[src/hdl/rpd_pkg.sv]
// Package for the receive packet deframer: types, codes, constants and the CRC-16 byte update.
// No dependencies.
package rpd_pkg;

    localparam int MaxPayload = 64;
    localparam logic [7:0] LenMin = 8'd4;
    localparam logic [7:0] LenMax = 8'(MaxPayload + 3);
    localparam logic [15:0] CrcPoly = 16'h8005;
    localparam logic [15:0] CrcInit = 16'hFFFF;

    typedef enum logic [3:0] {
        PH_LEN  = 4'b0001,
        PH_DST  = 4'b0010,
        PH_SRC  = 4'b0100,
        PH_DATA = 4'b1000
    } phase_t;

    typedef enum logic [1:0] {
        K_SRC     = 2'd0,
        K_PAYLOAD = 2'd1,
        K_GOOD    = 2'd2,
        K_BAD     = 2'd3
    } kind_t;

    typedef struct packed {
        kind_t      kind;
        logic [7:0] data_value;
        logic [7:0] byte_index;
        logic       last;
    } result_t;

    // MSB-first CRC-16 update over one byte
    function automatic logic [15:0] crc_byte(input logic [15:0] crc_in, input logic [7:0] b);
        logic [15:0] c;
        logic        top;
        c = crc_in;
        for (int i = 7; i >= 0; i--) begin
            top = c[15] ^ b[i];
            c = {c[14:0], 1'b0};
            if (top)
                c = c ^ CrcPoly;
        end
        return c;
    endfunction

endpackage

[src/hdl/rx_packet_deframer_crc16_top.sv]
// Receive packet deframer with CRC-16 (poly 0x8005, init 0xFFFF) check, top level.
// Depends on rpd_pkg.
//
// Takes one received byte per transaction at full rate while the skid register is empty: a
// new byte can then be accepted in every cycle, and each byte's frame state and CRC
// update is done in the cycle it is accepted. Results (source address, payload bytes,
// frame good/bad status) leave through an output register backed by a one-entry skid
// register, so input keeps flowing while a result waits; input stalls only when both are
// full. tuser on the input is abort: it drops any open frame (reporting frame bad if the
// source was already reported) and returns to waiting for a length byte. node_address
// may be written only while the block is idle.
module rx_packet_deframer_crc16_top (
    input  logic        clk,
    input  logic        rst_n,
    input  logic        cfg_we,
    input  logic [7:0]  cfg_wdata,
    input  logic        s_axis_tvalid,
    output logic        s_axis_tready,
    input  logic [7:0]  s_axis_tdata,   // [7:0] rx_byte
    input  logic        s_axis_tuser,   // [0] abort
    output logic        m_axis_tvalid,
    input  logic        m_axis_tready,
    output logic [15:0] m_axis_tdata,   // [7:0] data_value, [15:8] byte_index
    output logic [1:0]  m_axis_tuser,   // [1:0] kind
    output logic        m_axis_tlast    // last
);
    import rpd_pkg::*;

    logic [7:0]  node_address_reg;
    phase_t      phase_reg, phase_next;
    logic [15:0] crc_reg, crc_next;
    logic [7:0]  plen_reg, plen_next;
    logic [7:0]  pos_reg, pos_next;

    result_t     res;
    logic        res_valid;
    result_t     out_reg;
    logic        out_valid_reg;
    result_t     skid_reg;
    logic        skid_valid_reg;

    logic        in_acc;
    logic        out_take;
    logic [15:0] crc_upd;
    logic [7:0]  rx_byte;
    logic        abort;

    assign rx_byte       = s_axis_tdata;
    assign abort         = s_axis_tuser;
    assign s_axis_tready = !skid_valid_reg;
    assign in_acc        = s_axis_tvalid && s_axis_tready;
    assign out_take      = out_valid_reg && m_axis_tready;
    assign crc_upd       = crc_byte((phase_reg == PH_DST || phase_reg == PH_SRC ||
                                     phase_reg == PH_DATA) ? crc_reg : CrcInit, rx_byte);

    always_comb
    begin
        phase_next = phase_reg;
        crc_next   = crc_reg;
        plen_next  = plen_reg;
        pos_next   = pos_reg;
        res_valid  = 1'b0;
        res        = '{kind: K_BAD, data_value: 8'd0, byte_index: 8'd0, last: 1'b1};
        if (in_acc)
        begin
            if (abort)
            begin
                res_valid  = (phase_reg == PH_DATA);
                phase_next = PH_LEN;
                crc_next   = CrcInit;
                plen_next  = 8'd0;
                pos_next   = 8'd0;
            end
            else
            begin
                unique case (phase_reg)
                    PH_DST:
                    begin
                        if (rx_byte == 8'd0 || rx_byte == node_address_reg)
                        begin
                            crc_next   = crc_upd;
                            phase_next = PH_SRC;
                        end
                        else
                        begin
                            phase_next = PH_LEN;
                            crc_next   = CrcInit;
                            plen_next  = 8'd0;
                            pos_next   = 8'd0;
                        end
                    end
                    PH_SRC:
                    begin
                        crc_next   = crc_upd;
                        pos_next   = 8'd0;
                        phase_next = PH_DATA;
                        res_valid  = 1'b1;
                        res        = '{kind: K_SRC, data_value: rx_byte, byte_index: 8'd0,
                                       last: 1'b0};
                    end
                    PH_DATA:
                    begin
                        if (pos_reg < plen_reg)
                        begin
                            crc_next  = crc_upd;
                            pos_next  = pos_reg + 8'd1;
                            res_valid = 1'b1;
                            res       = '{kind: K_PAYLOAD, data_value: rx_byte,
                                          byte_index: pos_reg, last: 1'b0};
                        end
                        else if (pos_reg == plen_reg && rx_byte == crc_reg[15:8])
                        begin
                            pos_next = pos_reg + 8'd1;
                        end
                        else
                        begin
                            // high CRC byte mismatch, or low CRC byte check
                            res_valid  = 1'b1;
                            if (pos_reg != plen_reg && rx_byte == crc_reg[7:0])
                                res.kind = K_GOOD;
                            phase_next = PH_LEN;
                            crc_next   = CrcInit;
                            plen_next  = 8'd0;
                            pos_next   = 8'd0;
                        end
                    end
                    default:
                    begin
                        if (rx_byte < LenMin || rx_byte > LenMax)
                        begin
                            phase_next = PH_LEN;
                            crc_next   = CrcInit;
                            plen_next  = 8'd0;
                            pos_next   = 8'd0;
                        end
                        else
                        begin
                            crc_next   = crc_upd;
                            plen_next  = rx_byte - 8'd2;
                            pos_next   = 8'd0;
                            phase_next = PH_DST;
                        end
                    end
                endcase
            end
        end
    end

    always_ff @(posedge clk or negedge rst_n)
    begin
        if (!rst_n)
        begin
            node_address_reg <= 8'd0;
            phase_reg        <= PH_LEN;
            crc_reg          <= CrcInit;
            plen_reg         <= 8'd0;
            pos_reg          <= 8'd0;
            out_valid_reg    <= 1'b0;
            skid_valid_reg   <= 1'b0;
        end
        else
        begin
            if (cfg_we)
                node_address_reg <= cfg_wdata;
            phase_reg <= phase_next;
            crc_reg   <= crc_next;
            plen_reg  <= plen_next;
            pos_reg   <= pos_next;
            if (skid_valid_reg)
            begin
                if (out_take)
                    skid_valid_reg <= 1'b0;
            end
            else if (res_valid)
            begin
                if (out_valid_reg && !out_take)
                    skid_valid_reg <= 1'b1;
                else
                    out_valid_reg <= 1'b1;
            end
            else if (out_take)
            begin
                out_valid_reg <= 1'b0;
            end
        end
    end

    always_ff @(posedge clk)
    begin
        if (skid_valid_reg)
        begin
            if (out_take)
                out_reg <= skid_reg;
        end
        else if (res_valid)
        begin
            if (out_valid_reg && !out_take)
                skid_reg <= res;
            else
                out_reg <= res;
        end
    end

    assign m_axis_tvalid = out_valid_reg;
    assign m_axis_tdata  = {out_reg.byte_index, out_reg.data_value};
    assign m_axis_tuser  = out_reg.kind;
    assign m_axis_tlast  = out_reg.last;

    a_skid_needs_out: assert property (@(posedge clk) disable iff (!rst_n)
        skid_valid_reg |-> out_valid_reg)
        else $error("skid entry held without output entry");

    a_last_is_status: assert property (@(posedge clk) disable iff (!rst_n)
        (out_valid_reg && out_reg.last) |-> (out_reg.kind == K_GOOD || out_reg.kind == K_BAD))
        else $error("last flag on a non-status result");

    a_idle_crc: assert property (@(posedge clk) disable iff (!rst_n)
        (phase_reg == PH_LEN) |-> (crc_reg == CrcInit && pos_reg == 8'd0))
        else $error("stale CRC or position while waiting for length");

    a_abort_restarts: assert property (@(posedge clk) disable iff (!rst_n)
        (in_acc && abort) |=> (phase_reg == PH_LEN))
        else $error("abort did not restart the deframer");

    a_pos_bound: assert property (@(posedge clk) disable iff (!rst_n)
        (phase_reg == PH_DATA) |-> (pos_reg <= plen_reg + 8'd1))
        else $error("position past the CRC bytes");

endmodule
[config.mk]
export PLATFORM = sky130hd
export DESIGN_NAME = rx_packet_deframer_crc16_top
export DESIGN_NICKNAME = d
export VERILOG_FILES = /design/src/hdl/rpd_pkg.sv /design/src/hdl/rx_packet_deframer_crc16_top.sv
export SDC_FILE = /design/constraint.sdc
export NUM_CORES = 1
export LEC_CHECK = 0
export ABC_AREA = 0
export CORE_ASPECT_RATIO = 0.6
export CORE_MARGIN = 3
export CORE_UTILIZATION = 65
export CTS_BUF_LIST = sky130_fd_sc_hd__clkbuf_4 sky130_fd_sc_hd__clkbuf_8
export DETAILED_ROUTE_END_ITERATION = 12
export DONT_BUFFER_PORTS = 1
export PLACE_DENSITY = 0.82
export SLEW_MARGIN = 40
export SYNTH_ARGS = -nofsm -noshare
export SYNTH_HDL_FRONTEND = slang
export SYNTH_SLANG_ARGS = --single-unit
[constraint.sdc]
create_clock -name clk -period 5.7 [get_ports clk]
set_input_delay 0.285 -clock clk [delete_from_list [all_inputs] [get_ports clk]]
set_output_delay 0.285 -clock clk [all_outputs]
set_load 0.02 [all_outputs]
==> summary.md <==
| Metric | Value |
|---|---|
| Status | `completed` |
| Via count | `roughly 3,100` |
| Number of flops mapped to enable cells by yosys | `36` |
| Crit path time final | `between 2 and 3 ns` |
| GPL Wtd Cong | `between 0.8 and 0.9` |
| Slowest-stage cell, CP | `and3_1` |
| Core area | `between 6000 and 7000 um^2` |
| Die height | `70.4 um` |
| P_sw | `~320 uW` |
| Synth warn | `0` |
| Nets | `~420` |
| Synth-to-Final Area Change | `5.88%` |
| HPWL Detailed | `~7300 um` |
| RSZ-0062 raised after global routing | `no` |
| Register area | `approximately 2300 um^2` |
| Netlist cell types | `53` |
| Syn nets | `423` |
| Worst path required time | `around 5.7 ns` |
| Hold WS | `0.0719 ns` |
| Clk_lat worst skew | `about 0.36 ns` |
| DRT iter0 DRCs | `between 300 and 400` |
| DRC viols | `0` |
| Filler Cell Count | `roughly 410` |
| Total power | `between 1000 and 1500 uW` |
| Vias in the first global route | `2,987` |
| Final Skew | `approximately 0.013 ns` |
| Multi-input logic area | `2080 um^2` |
| Largest net degree at the start of global routing | `47` |
| Cell Count, Final, Fillers Out | `476` |
| Port bufs | `0` |
| TritonCTS clock tree | `yes` |
| Post-detailed-route via-to-cell ratio | `around 6.5` |
| #FFs+latches synth | `between 80 and 90` |
| H-tree lvl count | `3` |
| Post-synth ARST share | `0.561` |
| Worst-margin pin slew | `0.796 ns` |
| Crit start category | `flip-flop` |
| Slew Viols, Final | `0` |
| Sequential power share | `0.553` |
| Peak supply drop | `171 uV` |
| CTS buffer count | `9` |
| Comb pwr share | `0.116` |
| Final period util | `0.521` |
| Die width | `~110 um` |
| Routed WL | `10,300 um` |
| Arr. time, crit path | `~3.0 ns` |
| Syn Std Cell Area | `4490 um^2` |
| Pleak | `roughly 0.0019 uW` |
| # diodes | `0` |
| Post-Syn Area per Cell | `~11 um^2` |
| Clk root buf | `clkbuf_8` |
| Hold Crit Class | `in -> reg` |
| First-pass GRT wire length | `approximately 16,000 um` |
| Remaining antenna violation count | `0` |
| Critical Path Max Stage Delay | `0.48 ns` |
| Post-synthesis sequential area ratio | `0.502` |
| Largest delay contributor family on the critical path | `simple AND/OR/NAND/NOR gates` |
| PD cells | `roughly 250 nW/um^2` |
| Final Setup Violations | `0` |
| Initial antenna violation count | `0` |
| CP Buf/Inv Count | `0` |
| CP Cell Sequence | `ha_1, nand4_1, or2_2, nor4_1, o21ai_0, a21oi_1, nor2_1, and3_1` |
| Reg clk slew, reported paths | `~0.09 ns` |
| Clock buffer depth | `2` |
| Crit path max fanout | `18` |
| Clock network power share | `0.331` |
| Area fraction of the dominant cell type after synthesis | `0.241` |
| GRT Total Usage | `0.266` |
| Critical path capture point type | `flip-flop` |
| Placed Cells | `around 460` |
| Drt pass-1 iters | `5` |
| Initial core utilization | `0.703` |
| Row count | `22` |
| Number of flip-flops in the largest register | `18` |
| Int Power | `around 870 uW` |
| CP Class | `reg -> reg` |
| Top cells by area, synth | `edfxtp_1 (24%), dfrtp_1 (16%), dfstp_2 (9.9%)` |
| Max-cap violations | `0` |
| # IOs | `43` |
| Area leader, netlist | `edfxtp_1` |
| WL per Instance | `approximately 22 um` |
| Synth Flop Type | `edfxtp_1` |
| Layout cell share with drive strength beyond 1 | `0.173` |
| Die area | `around 8000 um^2` |
| CTS Sinks | `about 80` |
| GR Overflow Total | `0` |
| Max-Slew Margin vs Limit | `0.469` |
| Sw frac | `0.268` |
| Synthesized netlist cell count | `391` |
| Setup TNS | `0 ns` |
| FMAX | `about 340 MHz` |
| Final hold vios | `0` |
## cell usage in the layout (no fill, tap or decap), drive strengths merged, types with 3 or more instances in the layout
cell type / count
o21ai: 17
or4: 4
nand4: 5
mux2i: 3
a22o: 15
buf: 3
edfxtp: 36
a21o: 8
dfrtp: 29
xor2: 27
o22a: 14
nand2: 9
nand3b: 3
o211ai: 3
clkbuf: 10
dfstp: 17
nand2b: 3
ha: 10
and2: 17
or3: 3
and3: 6
nor3: 5
a21oi: 10
inv: 23
xnor2: 34
nor2: 24
nor4: 6
mux2: 17
clkinvlp: 3
nor2b: 9
## worst paths after layout
check,from,to,slack (ns),depth (start not counted)
min in group asynchronous,rst_n,node_address_reg[0],0.46,2
setup / recovery,pos_reg[7],skid_reg[10],2.73,8
hold / removal,cfg_wdata[7],node_address_reg[7],0.07,1
setup reg to reg,pos_reg[7],skid_reg[10],2.73,8
hold reg to reg,plen_reg[5],plen_reg[5],0.52,1
max in group asynchronous,rst_n,phase_reg[0],4.95,2
## power groups by stage
stage | Sequential (uW) | Combinational (uW) | Clock (uW)
after floorplan | 661 | 119 | 0
after global placement | 668 | 120 | 0
after detailed placement | 669 | 125 | 0
after CTS | 657 | 136 | 395
after global routing | 661 | 150 | 423
final | 658 | 138 | 393
## cell type report
| class | count | share of cell area |
|---|---|---|
| Clock inverter | 6 | 0.0103 |
| Tap cell | 84 | 0.0221 |
| Inverter | 21 | 0.0166 |
| Clock buffer | 10 | 0.0276 |
| Timing Repair Buffer | 5 | 0.0132 |
| Multi-Input combinational cell | 268 | 0.436 |
| Sequential cell | 82 | 0.474 |
## stage by stage
step                setup slack, ns  utilization  cell area, um^2
global route                   2.58        0.745             4760
finish                         2.73        0.745             4760
CTS                            2.78        0.743             4750
floorplan                      2.81            -             4490
global placement               2.95        0.707             4510
detailed placement             2.78        0.709             4530
## cells in the mapped netlist, types with 3 or more instances
master and n:
edfxtp_1 36, xnor2_1 32, dfrtp_1 29, xor2_1 26, nor2_1 24, inv_1 21
and2_1 17, dfstp_2 17, mux2_2 17, a22o_1 15, o21ai_0 15, o22a_1 14
a21oi_1 10, ha_1 10, buf_2 9, nand2_1 9, nor2b_1 9, a21o_1 8
clkbuf_1 7, and3_1 6, nor4_1 6, nand4_1 5, nor3_1 4, mux2i_1 3
nand2b_1 3, nand3b_1 3
## worst reg2reg max path: stages, from the launching register on
cell     delay (ns)
dfrtp_1        0.41
ha_1           0.34
nand4_1        0.13
or2_2          0.34
nor4_1         0.35
o21ai_0        0.14
a21oi_1        0.28
nor2_1         0.14
and3_1         0.48
## per-layer routing
layer | wire length [um] | vias up | GRT usage
li1 | - | 1381 | -
met1 | 4570 | 1524 | 0.388
met2 | 4680 | 160 | 0.399
met5 | 0 | - | 0
met4 | 114 | 0 | 0.0600
met3 | 926 | 11 | 0.0736
## kinds of logic after synthesis
logic type | count (synthesis) | synth area share
and+or+nand+nor | 99 | 0.125
DFF | 82 | 0.502
AOI/OAI and AO/OA | 77 | 0.126
xor gates and xnor gates | 62 | 0.129
buffers and inverters | 41 | 0.0409
muxes | 20 | 0.0493
adders and majority gates | 10 | 0.0279
## timing repair
action	in CTS	in global routing
resized for setup	0	0
endpoints found under the hold margin	46	1
hold buffers	2	1
setup buffers	0	0
Power figures use the tool's default switching activity.
